===== config.mk =====
export PLATFORM = sky130hd
export DESIGN_NAME = nonlinear_voter_gillespie_step_flat
export DESIGN_NICKNAME = d
export VERILOG_FILES = /design/src/nvg_pkg.sv /design/src/nvg_if.sv /design/src/nvg_div.sv /design/src/nonlinear_voter_gillespie_step.sv /design/src/flat_wrapper.sv
export SDC_FILE = /design/constraint.sdc
export NUM_CORES = 2
export LEC_CHECK = 0
export BUFFER_PORTS_ARGS = -buffer_cell sky130_fd_sc_hd__buf_2
export CORE_ASPECT_RATIO = 1.2
export CORE_MARGIN = 2
export CORE_UTILIZATION = 35
export DETAILED_ROUTE_END_ITERATION = 6
export PLACE_DENSITY_LB_ADDON = 0.12
export SLEW_MARGIN = 0
export SYNTH_ARGS = -nofsm -noshare
export SYNTH_HDL_FRONTEND = slang
export SYNTH_SLANG_ARGS = --single-unit
export TNS_END_PERCENT = 5

===== constraint.sdc =====
create_clock -name clk -period 21.2 [get_ports clk]
set_input_delay 2.12 -clock clk [delete_from_list [all_inputs] [get_ports clk]]
set_output_delay 2.12 -clock clk [all_outputs]
set_load 0.02 [all_outputs]

===== src/nvg_pkg.sv =====
// Shared constants, types and the square-root table of the voter event engine.
package nvg_pkg;

  localparam int MAX_POPULATION = 1024;
  localparam int RATE_FRAC_BITS = 16;
  localparam int UP_LIMIT       = 1023;

  localparam int POP_W   = 11;
  localparam int ZEAL_W  = 10;
  localparam int EXP_W   = 15;
  localparam int CNT_W   = 10;
  localparam int HOR_W   = 16;
  localparam int RND_W   = 32;
  localparam int TIME_W  = 48;

  localparam int CFG_IDX_W  = 3;
  localparam int CFG_DATA_W = 16;

  // Fixed-point layout of the internal arithmetic.
  localparam int LOG_FRAC   = 24;
  localparam int LOG_W      = 28;
  localparam int LW_W       = 30;
  localparam int MANT_W     = 31;
  localparam int ROOT_W     = 30;
  localparam int RATE_SHIFT = 30 - RATE_FRAC_BITS;
  localparam int RATE_W     = 26;
  localparam int TOT_W      = 27;
  localparam int WAIT_SHIFT = RATE_FRAC_BITS - 8;
  localparam int DVD_W      = LW_W + WAIT_SHIFT;

  localparam logic [MANT_W-1:0] ONE_Q30 = MANT_W'(1) << 30;
  localparam logic [ROOT_W-1:0] LN2_Q30 = 30'd744261118;

  localparam logic [POP_W-1:0]  POPULATION_RST = 11'd100;
  localparam logic [ZEAL_W-1:0] ZEALOTS_RST    = 10'd30;
  localparam logic [EXP_W-1:0]  EXPONENT_RST   = 15'd12288;
  localparam logic [CNT_W-1:0]  START_RST      = 10'd1;
  localparam logic [HOR_W-1:0]  HORIZON_RST    = 16'd1000;

  typedef enum logic [CFG_IDX_W-1:0] {
    REG_POPULATION = 3'd0,
    REG_ZEALOTS    = 3'd1,
    REG_EXPONENT   = 3'd2,
    REG_START      = 3'd3,
    REG_HORIZON    = 3'd4
  } cfg_reg_t;

  // Entry i holds 2^(-2^-i) in Q0.30; each is the integer square root of the one before.
  typedef logic [LOG_FRAC:0][ROOT_W-1:0] root_tab_t;

  function automatic root_tab_t build_root_tab();
    root_tab_t   t;
    logic [63:0] v;
    logic [63:0] r;
    logic [63:0] b;
    t = '0;
    t[0] = 30'h2000_0000;
    for (int i = 1; i <= LOG_FRAC; i++) begin
      v = {4'b0, t[i-1], 30'b0};
      r = '0;
      b = 64'h4000_0000_0000_0000;
      for (int k = 0; k < 32; k++) begin
        if (v >= r + b) begin
          v = v - (r + b);
          r = (r >> 1) + b;
        end else begin
          r = r >> 1;
        end
        b = b >> 2;
      end
      t[i] = r[ROOT_W-1:0];
    end
    return t;
  endfunction

  localparam root_tab_t ROOT_TAB = build_root_tab();

endpackage


===== src/nvg_if.sv =====
// Handshake interfaces for the input, result and configuration channels.
interface nvg_in_if;
  import nvg_pkg::*;
  logic             valid;
  logic             ready;
  logic [RND_W-1:0] wait_random;
  logic [RND_W-1:0] choice_random;
  logic             restart;
  modport source (output valid, wait_random, choice_random, restart, input ready);
  modport sink   (input valid, wait_random, choice_random, restart, output ready);
endinterface

interface nvg_out_if;
  import nvg_pkg::*;
  logic              valid;
  logic              ready;
  logic [TIME_W-1:0] elapsed_time;
  logic [CNT_W-1:0]  up_count;
  logic              absorbed;
  logic              horizon_reached;
  logic              zero_rate;
  modport source (output valid, elapsed_time, up_count, absorbed, horizon_reached,
                  zero_rate, input ready);
  modport sink   (input valid, elapsed_time, up_count, absorbed, horizon_reached,
                  zero_rate, output ready);
endinterface

interface nvg_cfg_if;
  import nvg_pkg::*;
  logic                  valid;
  logic                  ready;
  logic [CFG_IDX_W-1:0]  index;
  logic [CFG_DATA_W-1:0] data;
  modport source (output valid, index, data, input ready);
  modport sink   (input valid, index, data, output ready);
endinterface


===== src/nvg_div.sv =====
// Restoring divider that produces one quotient bit per cycle.
module nvg_div (
  input  logic                       clk,
  input  logic                       rst_n,
  input  logic                       start,
  input  logic [nvg_pkg::DVD_W-1:0]  dividend,
  input  logic [nvg_pkg::TOT_W-1:0]  divisor,
  output logic                       done,
  output logic [nvg_pkg::DVD_W-1:0]  quotient
);
  import nvg_pkg::*;

  logic              busy_r, busy_nxt;
  logic              done_r, done_nxt;
  logic [5:0]        cnt_r, cnt_nxt;
  logic [DVD_W-1:0]  quo_r, quo_nxt;
  logic [TOT_W-1:0]  rem_r, rem_nxt;
  logic [TOT_W:0]    trial;
  logic [TOT_W:0]    diff;
  logic              ge;

  assign trial = {rem_r, quo_r[DVD_W-1]};
  assign ge    = trial >= {1'b0, divisor};
  assign diff  = trial - {1'b0, divisor};

  always_comb begin
    busy_nxt = busy_r;
    done_nxt = 1'b0;
    cnt_nxt  = cnt_r;
    quo_nxt  = quo_r;
    rem_nxt  = rem_r;
    if (start) begin
      busy_nxt = 1'b1;
      cnt_nxt  = '0;
      quo_nxt  = dividend;
      rem_nxt  = '0;
    end else if (busy_r) begin
      rem_nxt = ge ? diff[TOT_W-1:0] : trial[TOT_W-1:0];
      quo_nxt = {quo_r[DVD_W-2:0], ge};
      cnt_nxt = cnt_r + 6'd1;
      if (cnt_r == 6'(DVD_W - 1)) begin
        busy_nxt = 1'b0;
        done_nxt = 1'b1;
      end
    end
  end

  always_ff @(posedge clk) begin
    if (!rst_n) begin
      busy_r <= 1'b0;
      done_r <= 1'b0;
    end else begin
      busy_r <= busy_nxt;
      done_r <= done_nxt;
    end
  end

  always_ff @(posedge clk) begin
    cnt_r <= cnt_nxt;
    quo_r <= quo_nxt;
    rem_r <= rem_nxt;
  end

  assign done     = done_r;
  assign quotient = quo_r;

endmodule


===== src/nonlinear_voter_gillespie_step.sv =====
// Top level: one Gillespie event of the nonlinear voter model with zealots per transaction.
//
// Channels: in_ch carries two uniform random words and a restart flag; out_ch returns
// the elapsed time, the up count and three status flags after the event; cfg_ch writes
// the five model registers (population, zealots, exponent, start count, horizon) and is
// always ready. Registers are to be written only while no transaction is in flight.
// A transaction is accepted when valid and ready are both high on a rising clock edge.
// Each input transaction yields exactly one result transaction.
// Four 24-step logarithms, two 24-step powers and a 38-step division run on one shared
// 32x32 multiplier and a bit-serial divider; the logarithm squarings take the largest
// share of the work. One item is processed at a time.
// A finished result sits in an output register; the engine takes the next item while
// that result waits. If a second result is done before the first was taken, the engine
// holds it and stays not ready until the receiver takes the first.
// Reset (rst_n low, synchronous) loads the register defaults, sets the up count to the
// default start count, clears the time and the finished flag, and empties the output.
module nonlinear_voter_gillespie_step (
  input  logic        clk,
  input  logic        rst_n,
  nvg_in_if.sink      in_ch,
  nvg_out_if.source   out_ch,
  nvg_cfg_if.sink     cfg_ch
);
  import nvg_pkg::*;

  typedef enum logic [11:0] {
    S_IDLE     = 12'b0000_0000_0001,
    S_LOG_NORM = 12'b0000_0000_0010,
    S_LOG_SQ   = 12'b0000_0000_0100,
    S_PW_Y     = 12'b0000_0000_1000,
    S_PW_MUL   = 12'b0000_0001_0000,
    S_PW_SHIFT = 12'b0000_0010_0000,
    S_RATE     = 12'b0000_0100_0000,
    S_LN       = 12'b0000_1000_0000,
    S_CHOOSE   = 12'b0001_0000_0000,
    S_DIV      = 12'b0010_0000_0000,
    S_UPDATE   = 12'b0100_0000_0000,
    S_HOLD     = 12'b1000_0000_0000
  } state_t;

  // Which operand the logarithm sequence is working on.
  typedef enum logic [1:0] {
    LS_B  = 2'd0,
    LS_A1 = 2'd1,
    LS_A2 = 2'd2,
    LS_W  = 2'd3
  } log_sel_t;

  // Position of the leading one; zero for a zero word.
  function automatic logic [4:0] msb_pos(input logic [RND_W-1:0] x);
    logic [4:0] pos;
    pos = '0;
    for (int k = 0; k < RND_W; k++) begin
      if (x[k]) pos = 5'(k);
    end
    return pos;
  endfunction

  // Configuration registers.
  logic [POP_W-1:0]  pop_r;
  logic [ZEAL_W-1:0] zeal_r;
  logic [EXP_W-1:0]  expq_r;
  logic [CNT_W-1:0]  start_r;
  logic [HOR_W-1:0]  hor_r;

  // Architectural state.
  state_t            state_r, state_nxt;
  logic [CNT_W-1:0]  up_cnt_r, up_cnt_nxt;
  logic [TIME_W-1:0] time_r, time_nxt;
  logic              fin_r, fin_nxt;
  logic              out_valid_r, out_valid_nxt;

  // Working registers of the event computation.
  logic [RND_W-1:0]  w_r, w_nxt;
  logic [RND_W-1:0]  c_r, c_nxt;
  log_sel_t          sel_r, sel_nxt;
  logic              pw_tm_r, pw_tm_nxt;
  logic [MANT_W-1:0] m_r, m_nxt;
  logic [4:0]        pos_r, pos_nxt;
  logic [LOG_FRAC-1:0] fr_r, fr_nxt;
  logic [4:0]        cnt_r, cnt_nxt;
  logic [LOG_W-1:0]  lb_r, lb_nxt;
  logic [LOG_W-1:0]  la1_r, la1_nxt;
  logic [LOG_W-1:0]  la2_r, la2_nxt;
  logic [LW_W-1:0]   lw_r, lw_nxt;
  logic [6:0]        ip_r, ip_nxt;
  logic [LOG_FRAC-1:0] f_r, f_nxt;
  logic [MANT_W-1:0] acc_r, acc_nxt;
  logic [MANT_W-1:0] pw_r, pw_nxt;
  logic [RATE_W-1:0] tp_r, tp_nxt;
  logic [TOT_W-1:0]  tot_r, tot_nxt;
  logic [LW_W-1:0]   e_r, e_nxt;
  logic              up_r, up_nxt;
  logic              zr_r, zr_nxt;

  // Output payload registers.
  logic [TIME_W-1:0] o_time_r, o_time_nxt;
  logic [CNT_W-1:0]  o_cnt_r, o_cnt_nxt;
  logic              o_abs_r, o_abs_nxt;
  logic              o_hor_r, o_hor_nxt;
  logic              o_zr_r, o_zr_nxt;

  // Clamped model parameters, derived from the configuration.
  logic [POP_W-1:0]  nn;
  logic [POP_W-1:0]  nn_m1;
  logic [POP_W-1:0]  zz;
  logic [POP_W-1:0]  s_full;
  logic [CNT_W-1:0]  s_cnt;
  logic [CNT_W-1:0]  b_val;
  logic [TIME_W-1:0] h_val;

  always_comb begin
    nn = pop_r;
    if (pop_r < POP_W'(2)) nn = POP_W'(2);
    else if (pop_r > POP_W'(MAX_POPULATION)) nn = POP_W'(MAX_POPULATION);
    nn_m1 = nn - POP_W'(1);
    zz = {1'b0, zeal_r};
    if (zz > nn_m1) zz = nn_m1;
    if (nn - zz > POP_W'(UP_LIMIT)) zz = nn - POP_W'(UP_LIMIT);
    s_full = nn - zz;
    s_cnt  = s_full[CNT_W-1:0];
    b_val  = nn_m1[CNT_W-1:0];
    h_val  = {hor_r, 32'b0} >> (HOR_W + 16 - RATE_FRAC_BITS);
  end

  // Power bases, clamped to the common denominator N-1.
  logic [POP_W-1:0] a1_raw;
  logic [CNT_W-1:0] a1_val;
  logic [CNT_W-1:0] a2_raw;
  logic [CNT_W-1:0] a2_val;
  logic [CNT_W-1:0] a_cur;
  logic [CNT_W-1:0] cnt_val;

  always_comb begin
    a1_raw  = {1'b0, up_cnt_r} + zz;
    a1_val  = (a1_raw > {1'b0, b_val}) ? b_val : a1_raw[CNT_W-1:0];
    a2_raw  = s_cnt - up_cnt_r;
    a2_val  = (a2_raw > b_val) ? b_val : a2_raw;
    a_cur   = pw_tm_r ? a2_val : a1_val;
    cnt_val = pw_tm_r ? up_cnt_r : a2_raw;
  end

  // Logarithm operand and its normalized mantissa.
  logic [RND_W-1:0] log_x;
  logic [4:0]       log_pos;
  logic [RND_W-1:0] norm_x;

  always_comb begin
    case (sel_r)
      LS_B:    log_x = RND_W'(b_val);
      LS_A1:   log_x = RND_W'(a1_val);
      LS_A2:   log_x = RND_W'(a2_val);
      LS_W:    log_x = w_r;
      default: log_x = '0;
    endcase
    log_pos = msb_pos(log_x);
    norm_x  = log_x << (5'd31 - log_pos);
  end

  // Exponent argument: log2(N-1) - log2(a), never negative.
  logic [LOG_W:0]   d_full;
  logic [LOG_W-1:0] d_pos;

  always_comb begin
    d_full = {1'b0, lb_r} - {1'b0, (pw_tm_r ? la2_r : la1_r)};
    d_pos  = d_full[LOG_W] ? '0 : d_full[LOG_W-1:0];
  end

  // The shared multiplier; every result taken from its product is captured in a register.
  logic [31:0] mul_a;
  logic [31:0] mul_b;
  logic [63:0] mul_p;

  always_comb begin
    case (state_r)
      S_LOG_SQ: begin
        mul_a = {1'b0, m_r};
        mul_b = {1'b0, m_r};
      end
      S_PW_Y: begin
        mul_a = 32'(expq_r);
        mul_b = 32'(d_pos);
      end
      S_PW_MUL: begin
        mul_a = {1'b0, acc_r};
        mul_b = 32'(ROOT_TAB[cnt_r + 5'd1]);
      end
      S_RATE: begin
        mul_a = 32'(cnt_val);
        mul_b = {1'b0, pw_r};
      end
      S_LN: begin
        mul_a = 32'(lw_r);
        mul_b = 32'(LN2_Q30);
      end
      S_CHOOSE: begin
        mul_a = c_r;
        mul_b = 32'(tot_r);
      end
      default: begin
        mul_a = '0;
        mul_b = '0;
      end
    endcase
  end

  assign mul_p = mul_a * mul_b;

  // One squaring step of the logarithm.
  logic [31:0]         sq;
  logic                sq_bit;
  logic [MANT_W-1:0]   sq_m;
  logic [LOG_FRAC-1:0] sq_fr;

  always_comb begin
    sq     = mul_p[61:30];
    sq_bit = sq[31];
    sq_m   = sq_bit ? sq[31:1] : sq[30:0];
    sq_fr  = {fr_r[LOG_FRAC-2:0], sq_bit};
  end

  // Rate value and the final event arithmetic.
  logic [RATE_W-1:0] rate_v;
  logic              div_done;
  logic [DVD_W-1:0]  div_q;
  logic [TIME_W:0]   time_sum;
  logic [TIME_W-1:0] time_adv;
  logic [CNT_W-1:0]  n_move;
  logic              zr_now;

  always_comb begin
    rate_v   = (cnt_val == '0) ? '0 : mul_p[RATE_SHIFT +: RATE_W];
    time_sum = {1'b0, time_r} + (TIME_W + 1)'(div_q);
    time_adv = time_sum[TIME_W] ? {TIME_W{1'b1}} : time_sum[TIME_W-1:0];
    if (up_r) n_move = up_cnt_r + CNT_W'(1);
    else if (up_cnt_r != '0) n_move = up_cnt_r - CNT_W'(1);
    else n_move = up_cnt_r;
    zr_now   = (up_cnt_r < s_cnt) && (tot_r == '0);
  end

  nvg_div u_div (
    .clk      (clk),
    .rst_n    (rst_n),
    .start    (state_r == S_CHOOSE),
    .dividend ({e_r, WAIT_SHIFT'(0)}),
    .divisor  (tot_r),
    .done     (div_done),
    .quotient (div_q)
  );

  logic             in_acc;
  logic [CNT_W-1:0] n_load;
  logic [CNT_W-1:0] n_sat;

  assign in_ch.ready = (state_r == S_IDLE);
  assign in_acc      = in_ch.valid && in_ch.ready;

  always_comb begin
    n_load = in_ch.restart ? start_r : up_cnt_r;
    n_sat  = (n_load > s_cnt) ? s_cnt : n_load;
  end

  // Sequencer.
  always_comb begin
    state_nxt     = state_r;
    up_cnt_nxt    = up_cnt_r;
    time_nxt      = time_r;
    fin_nxt       = fin_r;
    out_valid_nxt = out_valid_r;
    w_nxt   = w_r;
    c_nxt   = c_r;
    sel_nxt = sel_r;
    pw_tm_nxt = pw_tm_r;
    m_nxt   = m_r;
    pos_nxt = pos_r;
    fr_nxt  = fr_r;
    cnt_nxt = cnt_r;
    lb_nxt  = lb_r;
    la1_nxt = la1_r;
    la2_nxt = la2_r;
    lw_nxt  = lw_r;
    ip_nxt  = ip_r;
    f_nxt   = f_r;
    acc_nxt = acc_r;
    pw_nxt  = pw_r;
    tp_nxt  = tp_r;
    tot_nxt = tot_r;
    e_nxt   = e_r;
    up_nxt  = up_r;
    zr_nxt  = zr_r;
    o_time_nxt = o_time_r;
    o_cnt_nxt  = o_cnt_r;
    o_abs_nxt  = o_abs_r;
    o_hor_nxt  = o_hor_r;
    o_zr_nxt   = o_zr_r;

    if (out_valid_r && out_ch.ready) out_valid_nxt = 1'b0;

    case (state_r)
      S_IDLE: begin
        if (in_acc) begin
          // A restart takes effect before the event of the same transaction.
          up_cnt_nxt = n_sat;
          if (in_ch.restart) begin
            time_nxt = '0;
            fin_nxt  = 1'b0;
          end
          w_nxt     = (in_ch.wait_random == '0) ? RND_W'(1) : in_ch.wait_random;
          c_nxt     = in_ch.choice_random;
          sel_nxt   = LS_B;
          state_nxt = S_LOG_NORM;
        end
      end
      S_LOG_NORM: begin
        m_nxt     = norm_x[31:1];
        pos_nxt   = log_pos;
        fr_nxt    = '0;
        cnt_nxt   = '0;
        state_nxt = S_LOG_SQ;
      end
      S_LOG_SQ: begin
        m_nxt   = sq_m;
        fr_nxt  = sq_fr;
        cnt_nxt = cnt_r + 5'd1;
        if (cnt_r == 5'(LOG_FRAC - 1)) begin
          case (sel_r)
            LS_B: begin
              lb_nxt    = {pos_r[3:0], sq_fr};
              sel_nxt   = LS_A1;
              state_nxt = S_LOG_NORM;
            end
            LS_A1: begin
              la1_nxt   = {pos_r[3:0], sq_fr};
              sel_nxt   = LS_A2;
              state_nxt = S_LOG_NORM;
            end
            LS_A2: begin
              la2_nxt   = {pos_r[3:0], sq_fr};
              sel_nxt   = LS_W;
              state_nxt = S_LOG_NORM;
            end
            default: begin
              // The wait word is a fraction of 2^32, so its logarithm is negated here.
              lw_nxt    = {6'd32 - {1'b0, pos_r}, 24'b0} - LW_W'(sq_fr);
              pw_tm_nxt = 1'b0;
              state_nxt = S_PW_Y;
            end
          endcase
        end
      end
      S_PW_Y: begin
        ip_nxt    = mul_p[42:36];
        f_nxt     = mul_p[35:12];
        acc_nxt   = ONE_Q30;
        cnt_nxt   = '0;
        state_nxt = S_PW_MUL;
      end
      S_PW_MUL: begin
        if (f_r[LOG_FRAC-1]) acc_nxt = mul_p[60:30];
        f_nxt   = {f_r[LOG_FRAC-2:0], 1'b0};
        cnt_nxt = cnt_r + 5'd1;
        if (cnt_r == 5'(LOG_FRAC - 1)) state_nxt = S_PW_SHIFT;
      end
      S_PW_SHIFT: begin
        // A zero base gives zero, except that zero to the power zero is one.
        if (a_cur == '0) pw_nxt = (expq_r == '0) ? ONE_Q30 : '0;
        else if (ip_r >= 7'd31) pw_nxt = '0;
        else pw_nxt = acc_r >> ip_r[4:0];
        state_nxt = S_RATE;
      end
      S_RATE: begin
        if (!pw_tm_r) begin
          tp_nxt    = rate_v;
          pw_tm_nxt = 1'b1;
          state_nxt = S_PW_Y;
        end else begin
          tot_nxt   = {1'b0, tp_r} + {1'b0, rate_v};
          state_nxt = S_LN;
        end
      end
      S_LN: begin
        e_nxt     = mul_p[59:30];
        state_nxt = S_CHOOSE;
      end
      S_CHOOSE: begin
        // Exact test r2 * total <= T+ * 2^32.
        up_nxt    = mul_p <= {6'b0, tp_r, 32'b0};
        state_nxt = S_DIV;
      end
      S_DIV: begin
        if (div_done) state_nxt = S_UPDATE;
      end
      S_UPDATE: begin
        zr_nxt = zr_now;
        if (!fin_r) begin
          if (up_cnt_r >= s_cnt || time_r >= h_val || zr_now) begin
            fin_nxt = 1'b1;
          end else begin
            time_nxt   = time_adv;
            up_cnt_nxt = n_move;
            fin_nxt    = (n_move == s_cnt) || (time_adv >= h_val);
          end
        end
        state_nxt = S_HOLD;
      end
      S_HOLD: begin
        if (!out_valid_r || out_ch.ready) begin
          o_time_nxt    = time_r;
          o_cnt_nxt     = up_cnt_r;
          o_abs_nxt     = (up_cnt_r == s_cnt);
          o_hor_nxt     = (time_r >= h_val);
          o_zr_nxt      = zr_r;
          out_valid_nxt = 1'b1;
          state_nxt     = S_IDLE;
        end
      end
      default: state_nxt = S_IDLE;
    endcase
  end

  // Control and architectural state.
  always_ff @(posedge clk) begin
    if (!rst_n) begin
      state_r     <= S_IDLE;
      up_cnt_r    <= START_RST;
      time_r      <= '0;
      fin_r       <= 1'b0;
      out_valid_r <= 1'b0;
      pop_r       <= POPULATION_RST;
      zeal_r      <= ZEALOTS_RST;
      expq_r      <= EXPONENT_RST;
      start_r     <= START_RST;
      hor_r       <= HORIZON_RST;
    end else begin
      state_r     <= state_nxt;
      up_cnt_r    <= up_cnt_nxt;
      time_r      <= time_nxt;
      fin_r       <= fin_nxt;
      out_valid_r <= out_valid_nxt;
      if (cfg_ch.valid && cfg_ch.ready) begin
        case (cfg_reg_t'(cfg_ch.index))
          REG_POPULATION: pop_r   <= cfg_ch.data[POP_W-1:0];
          REG_ZEALOTS:    zeal_r  <= cfg_ch.data[ZEAL_W-1:0];
          REG_EXPONENT:   expq_r  <= cfg_ch.data[EXP_W-1:0];
          REG_START:      start_r <= cfg_ch.data[CNT_W-1:0];
          REG_HORIZON:    hor_r   <= cfg_ch.data[HOR_W-1:0];
          default: ;
        endcase
      end
    end
  end

  // Datapath registers.
  always_ff @(posedge clk) begin
    w_r     <= w_nxt;
    c_r     <= c_nxt;
    sel_r   <= sel_nxt;
    pw_tm_r <= pw_tm_nxt;
    m_r     <= m_nxt;
    pos_r   <= pos_nxt;
    fr_r    <= fr_nxt;
    cnt_r   <= cnt_nxt;
    lb_r    <= lb_nxt;
    la1_r   <= la1_nxt;
    la2_r   <= la2_nxt;
    lw_r    <= lw_nxt;
    ip_r    <= ip_nxt;
    f_r     <= f_nxt;
    acc_r   <= acc_nxt;
    pw_r    <= pw_nxt;
    tp_r    <= tp_nxt;
    tot_r   <= tot_nxt;
    e_r     <= e_nxt;
    up_r    <= up_nxt;
    zr_r    <= zr_nxt;
    o_time_r <= o_time_nxt;
    o_cnt_r  <= o_cnt_nxt;
    o_abs_r  <= o_abs_nxt;
    o_hor_r  <= o_hor_nxt;
    o_zr_r   <= o_zr_nxt;
  end

  assign cfg_ch.ready           = 1'b1;
  assign out_ch.valid           = out_valid_r;
  assign out_ch.elapsed_time    = o_time_r;
  assign out_ch.up_count        = o_cnt_r;
  assign out_ch.absorbed        = o_abs_r;
  assign out_ch.horizon_reached = o_hor_r;
  assign out_ch.zero_rate       = o_zr_r;

endmodule

===== src/flat_wrapper.sv =====
// flat-port wrapper written by rule: the top's interface ports become plain ports
module nonlinear_voter_gillespie_step_flat import nvg_pkg::*;
  (clk, rst_n, in_ch_valid, in_ch_wait_random, in_ch_choice_random, in_ch_restart, in_ch_ready, out_ch_valid, out_ch_elapsed_time, out_ch_up_count, out_ch_absorbed, out_ch_horizon_reached, out_ch_zero_rate, out_ch_ready, cfg_ch_valid, cfg_ch_index, cfg_ch_data, cfg_ch_ready);
  nvg_in_if in_ch_i ();
  nvg_out_if out_ch_i ();
  nvg_cfg_if cfg_ch_i ();
  input  logic clk;
  input  logic rst_n;
  input wire logic [$bits(in_ch_i.valid)-1:0] in_ch_valid;
  input wire logic [$bits(in_ch_i.wait_random)-1:0] in_ch_wait_random;
  input wire logic [$bits(in_ch_i.choice_random)-1:0] in_ch_choice_random;
  input wire logic [$bits(in_ch_i.restart)-1:0] in_ch_restart;
  output wire logic [$bits(in_ch_i.ready)-1:0] in_ch_ready;
  output wire logic [$bits(out_ch_i.valid)-1:0] out_ch_valid;
  output wire logic [$bits(out_ch_i.elapsed_time)-1:0] out_ch_elapsed_time;
  output wire logic [$bits(out_ch_i.up_count)-1:0] out_ch_up_count;
  output wire logic [$bits(out_ch_i.absorbed)-1:0] out_ch_absorbed;
  output wire logic [$bits(out_ch_i.horizon_reached)-1:0] out_ch_horizon_reached;
  output wire logic [$bits(out_ch_i.zero_rate)-1:0] out_ch_zero_rate;
  input wire logic [$bits(out_ch_i.ready)-1:0] out_ch_ready;
  input wire logic [$bits(cfg_ch_i.valid)-1:0] cfg_ch_valid;
  input wire logic [$bits(cfg_ch_i.index)-1:0] cfg_ch_index;
  input wire logic [$bits(cfg_ch_i.data)-1:0] cfg_ch_data;
  output wire logic [$bits(cfg_ch_i.ready)-1:0] cfg_ch_ready;
  assign in_ch_i.valid = in_ch_valid;
  assign in_ch_i.wait_random = in_ch_wait_random;
  assign in_ch_i.choice_random = in_ch_choice_random;
  assign in_ch_i.restart = in_ch_restart;
  assign in_ch_ready = in_ch_i.ready;
  assign out_ch_valid = out_ch_i.valid;
  assign out_ch_elapsed_time = out_ch_i.elapsed_time;
  assign out_ch_up_count = out_ch_i.up_count;
  assign out_ch_absorbed = out_ch_i.absorbed;
  assign out_ch_horizon_reached = out_ch_i.horizon_reached;
  assign out_ch_zero_rate = out_ch_i.zero_rate;
  assign out_ch_i.ready = out_ch_ready;
  assign cfg_ch_i.valid = cfg_ch_valid;
  assign cfg_ch_i.index = cfg_ch_index;
  assign cfg_ch_i.data = cfg_ch_data;
  assign cfg_ch_ready = cfg_ch_i.ready;
  nonlinear_voter_gillespie_step u_core (.clk(clk), .rst_n(rst_n), .in_ch(in_ch_i), .out_ch(out_ch_i), .cfg_ch(cfg_ch_i));
endmodule

---- Word-level counts from Yosys, hierarchy flattened ----
Memories as Yosys holds them, arrays and structs flattened.
Index checks and enable logic that the tools add are counted.
storage, ports and cells
  register bits after elaboration ......... 691
  bits in latches ......................... 0
  memory bits (writable) .................. 0
  ROM bits ................................ 960
  output and inout port bits .............. 64
  logic and storage cells ................. 263
  memories kept ........................... 1
memory list
  name             depth  bits a word  read ports  clocked after memory_dff  wr ports  line                                   RTL
  (no name shown)  32     30           1           0                         0         nonlinear_voter_gillespie_step.sv:186  mul_b = 32'(ROOT_TAB[cnt_r + 5'd1]);
cells by class
  add/sub/neg operators ................... 17
  multipliers ............................. 1
  div/mod/pow operators ................... 0
  $lt $le $gt $ge ......................... 15
  equal/unequal tests ..................... 34
  shift-type cells ........................ 2
  muxes and demuxes ....................... 100
  bitwise operators ....................... 4
  reductions and logical operators ........ 47
operators with widths
  cell                                                            number
  48-bit two-way mux                                              5
  32-bit one-hot mux with 6 select lines                          1
  31-bit one-hot mux with 6 select lines                          1
  31-bit two-way mux                                              5
  12-bit one-hot mux with 12 select lines                         1
  32-bit one-hot mux with 4 select lines                          1
  31-bit one-hot mux with 2 select lines                          2
  10-bit two-way mux                                              11
  48-bit by 32-bit greater-or-equal comparator with 1-bit output  2
  48-bit one-hot mux with 2 select lines                          1
  5-bit two-way mux                                               16
  38-bit two-way mux                                              2
  64-bit by 58-bit less-or-equal comparator with 1-bit output     1
  32-bit by 31-bit multiplier with 63-bit output                  1
  12-bit two-way mux                                              5
  28-bit two-way mux                                              2
  48-bit by 38-bit adder with 49-bit output                       1
  24-bit one-hot mux with 2 select lines                          1
  23-bit one-hot mux with 2 select lines                          1
  11-bit two-way mux                                              4
  4-bit two-way mux                                               9
  32-bit zero test                                                1
  32-bit by 5-bit left shift with 32-bit output                   1
  31-bit by 5-bit >> shifter with 31-bit output                   1
  78 further kinds                                                144

---- Depth between registers and ports, before layout ----
  word-level depth ........................ 48
  depth in mapped cells ................... 100
  gate-level depth less buffers ........... 96

---- Cells and area by module ----
A second synthesis with hierarchy kept.
second synthesis, totals
  cells, all modules ...................... 8043
  area total of the unflattened synthesis .. 74376.3 sq um
modules (own cells, without submodules)
  module                          instances  cells each  area each (sq um)  sequential area each (sq um)
  nonlinear_voter_gillespie_step  1          7528        69626.8            17216.5
  nvg_div                         1          515         4749.6             1841.8

---- Worst setup path before layout ----
OpenSTA, ideal clock, no wires.
  path type ............................... reg-to-reg
  from .................................... register u_core.pop_r[3]
  to ...................................... register u_core.up_r, data pin
  library setup time ...................... 133 ps
  arrival time ............................ 20374 ps
  required time ........................... 21067 ps
  setup slack ............................. 693 ps
  cell stages (with the launch flop) ...... 97
  path buffers ............................ 4
  clock period less this slack ............ 20507 ps
  cells stage by stage .................... dfxtp_1 > buf_2 > or3_1 > nor3b_1 > nor2_1 > nor2_1 > inv_1 > ha_1 > inv_1 > xnor2_1 > inv_1 > ha_1 > o21a_1 > o21a_1 > o21ai_0 > nand2b_1 > maj3_1 > a21o_1 > (+61 left out) > nor3_1 > a21o_1 > a21bo_2 > a31oi_1 > xnor2_1 > ha_1 > nand2_1 > nor4_1 > nand3_1 > nor3_1 > o2111ai_1 > nand4b_1 > nor4b_1 > nand3_1 > nor3_1 > nand4_1 > o22ai_1 > and3_1
on the way
  cells in the longest elaborated chain, start to end .. 15
  elaborated cells between the ends (all ways) .. 17
  those cells by class .................... add/sub: 5; mul: 1; order compare: 5; mux: 6
ends and longest elaborated chain
  element                                                          line                                   RTL
  start, declared                                                  nonlinear_voter_gillespie_step.sv:60   logic [POP_W-1:0] pop_r;
  start signal, assigned                                           nonlinear_voter_gillespie_step.sv:442  REG_POPULATION: pop_r <= cfg_ch.data[POP_W-1:0];
  11-bit > comparator                                              nonlinear_voter_gillespie_step.sv:115  else if (pop_r > POP_W'(MAX_POPULATION)) nn = POP_W'(MAX_POPULATION);
  11-bit two-way mux                                               nonlinear_voter_gillespie_step.sv:115
  11-bit two-way mux (*)                                           nonlinear_voter_gillespie_step.sv:114  if (pop_r < POP_W'(2)) nn = POP_W'(2);
  11-bit by 1-bit subtractor with 11-bit output                    nonlinear_voter_gillespie_step.sv:116  nn_m1 = nn - POP_W'(1);
  10-bit by 11-bit > comparator with 1-bit output                  nonlinear_voter_gillespie_step.sv:118  if (zz > nn_m1) zz = nn_m1;
  11-bit two-way mux                                               nonlinear_voter_gillespie_step.sv:118
  11-bit subtractor                                                nonlinear_voter_gillespie_step.sv:119  if (nn - zz > POP_W'(UP_LIMIT)) zz = nn - POP_W'(UP_LIMIT);
  11-bit by 10-bit > comparator with 1-bit output                  nonlinear_voter_gillespie_step.sv:119
  11-bit two-way mux                                               nonlinear_voter_gillespie_step.sv:119
  10-bit subtractor (*)                                            nonlinear_voter_gillespie_step.sv:120  s_full = nn - zz;
  10-bit subtractor (*)                                            nonlinear_voter_gillespie_step.sv:137  a2_raw = s_cnt - up_cnt_r;
  10-bit two-way mux (*)                                           nonlinear_voter_gillespie_step.sv:140  cnt_val = pw_tm_r ? up_cnt_r : a2_raw;
  32-bit one-hot mux with 6 select lines (*)                       nonlinear_voter_gillespie_step.sv:175  case (state_r)
  32-bit by 31-bit multiplier with 63-bit output (*)               nonlinear_voter_gillespie_step.sv:207  assign mul_p = mul_a * mul_b;
  via u_core.mul_p[56]                                             nonlinear_voter_gillespie_step.sv:172  logic [63:0] mul_p;
  64-bit by 58-bit less-or-equal comparator with 1-bit output (*)  nonlinear_voter_gillespie_step.sv:387  up_nxt = mul_p <= {6'b0, tp_r, 32'b0};
  end signal, assigned                                             nonlinear_voter_gillespie_step.sv:474  up_r <= up_nxt;
  end, declared                                                    nonlinear_voter_gillespie_step.sv:93   logic up_r, up_nxt;
The timed path passes the listed nets; every way through them passes the cells marked *.
A chain may end at the register's enable or synchronous reset.

---- Worst setup path in the final report ----
  from .................................... register u_core.pop_r[2]
  to ...................................... register u_core.up_r, data pin
Same word-level chain as after synthesis.

==> flow_metrics.tcl <==
set metrics [dict create \
    power_frac_clock 0.299 \
    place_area_um2 79400 \
    grt_pass1_wl_um 407000 \
    ys.flop_type "edfxtp_1" \
    grt_overflow_total 0 \
    remaining_drc_errors 0 \
    status "completed" \
    finalClockSkew_ps 32.9 \
    cpPeakStageDelay_ps 560 \
    maxCapViolCount 0 \
    clk_latency_ps 710 \
    yosys_warnings 0 \
    vdd_ir_drop_max_mv 0.0658 \
    die_h_um 509 \
    finalInstanceArea_um2 82600 \
    mostFrequentLayoutCells "nand2_1 (1302), inv_1 (1085), fa_1 (873), ha_1 (525), edfxtp_1 (514)" \
    wl_per_cell_um 24.9 \
    cts_max_path_buffers 3 \
    min_path_type "register to register" \
    portBuffers 151 \
    post-synth-top-area-fraction 0.235 \
    dr_total_vias 59500 \
    drv_slew 0 \
    setup_violations 0 \
    grt_pass1_vias 60900 \
    die_w_um 425 \
    rows 185 \
    worst_pin_slew_ps 1200 \
    syn2layout_area_growth_pct 11.0 \
    drive_above_1_share 0.0925 \
    grtUsageTotal 0.253 \
    syn_inst 8060 \
    postLayoutCoreUtil 0.390 \
    final_hold_viol_count 0 \
    ys_types 117 \
    synth_area_um2 74400 \
    via_per_inst 5.39 \
    relSlewSlack 0.199 \
    fin_crit_ps 20070 \
    power.leakage_nw 36.1 \
    start_util 0.352 \
    critPathRequiredTime_ps 21770 \
    antenna_found_initial 23 \
    crit_path_start_kind "register" \
    gp_congestion 0.920 \
    drt.antenna.violating_nets 0 \
    arrival_ps 20640 \
    critPathKind "register to register" \
    final_common_cell "nand2_1" \
    dieArea_um2 216000 \
    synth_edf_count 514 \
    syn_area_per_cell_um2 9.23 \
    htreeDepth 3 \
    internal_power_mw 3.08 \
    ios 153 \
    fin_crit_sh 0.947 \
    ys_top_cells_by_area "fa_1 (24%), edfxtp_1 (21%), ha_1 (8.8%)" \
    seq_area_frac_synth 0.255 \
    first_iter_violations 4547 \
    synth-seq-cells 691 \
    numCtsBuffers 85 \
    grt_max_degree 111 \
    nets 9653 \
    setup_tns_ps 0 \
    dr.pass1.iters 6 \
    p_seq_frac 0.311 \
    cpMaxStageDelayCell "fa_1" \
    hpwl_um 215000 \
    core_um2 212000 \
    cpMostUsedCell "inv_1" \
    fmax_ghz 0.0498 \
    clock-root-buffer "clkbuf_16" \
    endpoint_kind "register" \
    switching_power_mw 2.02 \
    combPwrFrac 0.391 \
    drt_wl_total_um 275000 \
    swShare 0.396 \
    power.density_nw_per_um2 61.7 \
    instances_no_fill 11000 \
    cts_tree "built" \
    synth_area_leader_cell "fa_1" \
    synthArstFlopShare 0 \
    ctsHoldBuffers 0 \
    power_mw 5.09 \
    placed_cells 10900 \
    clk_pin_slew_ps 70 \
    worstPathMaxFanout 6 \
    clock_sinks 691 \
]
## logic make-up (layout without fill, tap and decap cells)
family	count (synthesis)	after routing	synth area share
AO/OA/AOI/OAI	1374	1374	0.125
buffers and inverters	1514	1685	0.0774
AND/OR/NAND/NOR	2676	2676	0.165
multiplexers	166	166	0.0260
XOR/XNOR	234	234	0.0278
other	2	10	0.000101
flip-flops	691	691	0.255
adder cells (fa/ha/maj)	1403	1403	0.324
## per-layer routing
metal	routed length, um	global-route usage	vias to the layer above
met1	118000	0.335	30200
li1	-	-	27100
met2	133000	0.429	1790
met3	14100	0.0281	384
met4	10400	0.0877	0
met5	0	0	-
## layout make-up
| cell class | count | area, um2 |
|---|---|---|
| Inverter | 1099 | 4130 |
| Multi-Input combinational cell | 5858 | 50200 |
| Clock buffer | 102 | 2240 |
| Clock inverter | 55 | 644 |
| Sequential cell | 691 | 19000 |
| Fill cell | 21500 | 129000 |
| Timing Repair Buffer | 429 | 2870 |
| Antenna cell | 5 | 12.5 |
| Tap cell | 2805 | 3510 |
## sequential cells by signal, indices dropped and copies added (netlist names), 11 cells and up
| name | flops |
|---|---|
| u_core.lb_r | 28 |
| u_core.pw_r | 31 |
| u_core.state_r | 12 |
| u_core.expq_r | 15 |
| u_core.out_ch.elapsed_time | 48 |
| u_core.e_r | 30 |
| u_core.acc_r | 31 |
| u_core.lw_r | 30 |
| u_core.la2_r | 28 |
| u_core.tp_r | 26 |
| u_core.fr_r | 23 |
| u_core.la1_r | 28 |
| u_core.hor_r | 16 |
| u_core.u_div.quotient | 38 |
| u_core.tot_r | 27 |
| u_core.f_r | 24 |
| u_core.m_r | 31 |
| u_core.c_r | 32 |
| u_core.w_r | 32 |
| u_core.u_div.rem_r | 27 |
| u_core.time_r | 48 |
| u_core.pop_r | 11 |
## path summary, 6_finish.rpt
check,from,to,slack [ps],depth (start not counted)
worst max-delay path,u_core.pop_r[2]$_SDFFE_PN1P_,u_core.up_r$_DFFE_PP_,1130,97
worst max register to register,u_core.pop_r[2]$_SDFFE_PN1P_,u_core.up_r$_DFFE_PP_,1130,97
worst min-delay path,u_core.zr_r$_DFFE_PP_,u_core.out_ch.zero_rate$_DFFE_PP_,420,0
worst min register to register,u_core.zr_r$_DFFE_PP_,u_core.out_ch.zero_rate$_DFFE_PP_,420,0
## per-stage QoR
step	hold WS (ps)	setup WS, ps
2_1_floorplan	400	693
3_3_place_gp	408	-32.3
3_5_place_dp	405	-129
4_1_cts	420	24.6
5_1_grt	425	-102
6_report	419	1130
## power by group through the flow
| stage | logic, mW | registers, mW | clock network, mW |
|---|---|---|---|
| finish | 1.99 | 1.58 | 1.52 |
| global route | 2.14 | 1.59 | 1.60 |
| CTS | 1.94 | 1.58 | 1.56 |
| detailed placement | 1.92 | 1.61 | 0 |
| global placement | 1.94 | 1.61 | 0 |
| floorplan | 1.33 | 1.58 | 0 |
## critical path: cells and delay by family, from the launching register on
family                     cells  cell delay (ps)
adders and majority gates     19             7030
AOI/OAI and AO/OA             35             6100
and+or+nand+nor               25             4190
buffers and inverters         14             1460
xor gates and xnor gates       4              810
DFF                            1              310
## cell usage after synthesis (26+ instances only)
| master | count |
|---|---|
| fa_1 | 874 |
| a22oi_1 | 54 |
| edfxtp_1 | 514 |
| nor3_1 | 100 |
| a21boi_0 | 87 |
| nor2b_1 | 102 |
| nand2_1 | 1303 |
| clkbuf_1 | 371 |
| o21ai_0 | 274 |
| nand4_1 | 52 |
| nor2_1 | 471 |
| inv_1 | 1089 |
| a21oi_1 | 291 |
| o21a_1 | 52 |
| ha_1 | 526 |
| o31ai_1 | 27 |
| a21o_1 | 103 |
| xor2_1 | 76 |
| nand3_1 | 109 |
| o211ai_1 | 52 |
| a211oi_1 | 80 |
| or3_1 | 29 |
| dfxtp_1 | 177 |
| nand2b_1 | 60 |
| and3_1 | 55 |
| and2_1 | 238 |
| xnor2_1 | 157 |
| or2_2 | 26 |
| o22ai_1 | 29 |
| mux2i_1 | 130 |
| a31oi_1 | 38 |
| nor4_1 | 53 |
## what timing repair did
item                                    CTS  global route
gates cloned                              0             1
gates resized for setup                   5            49
pin swaps                                 1            16
endpoints found under the setup margin    1            46
setup buffers                             0            12
Note: power is estimated with default switching activity, not from simulation.
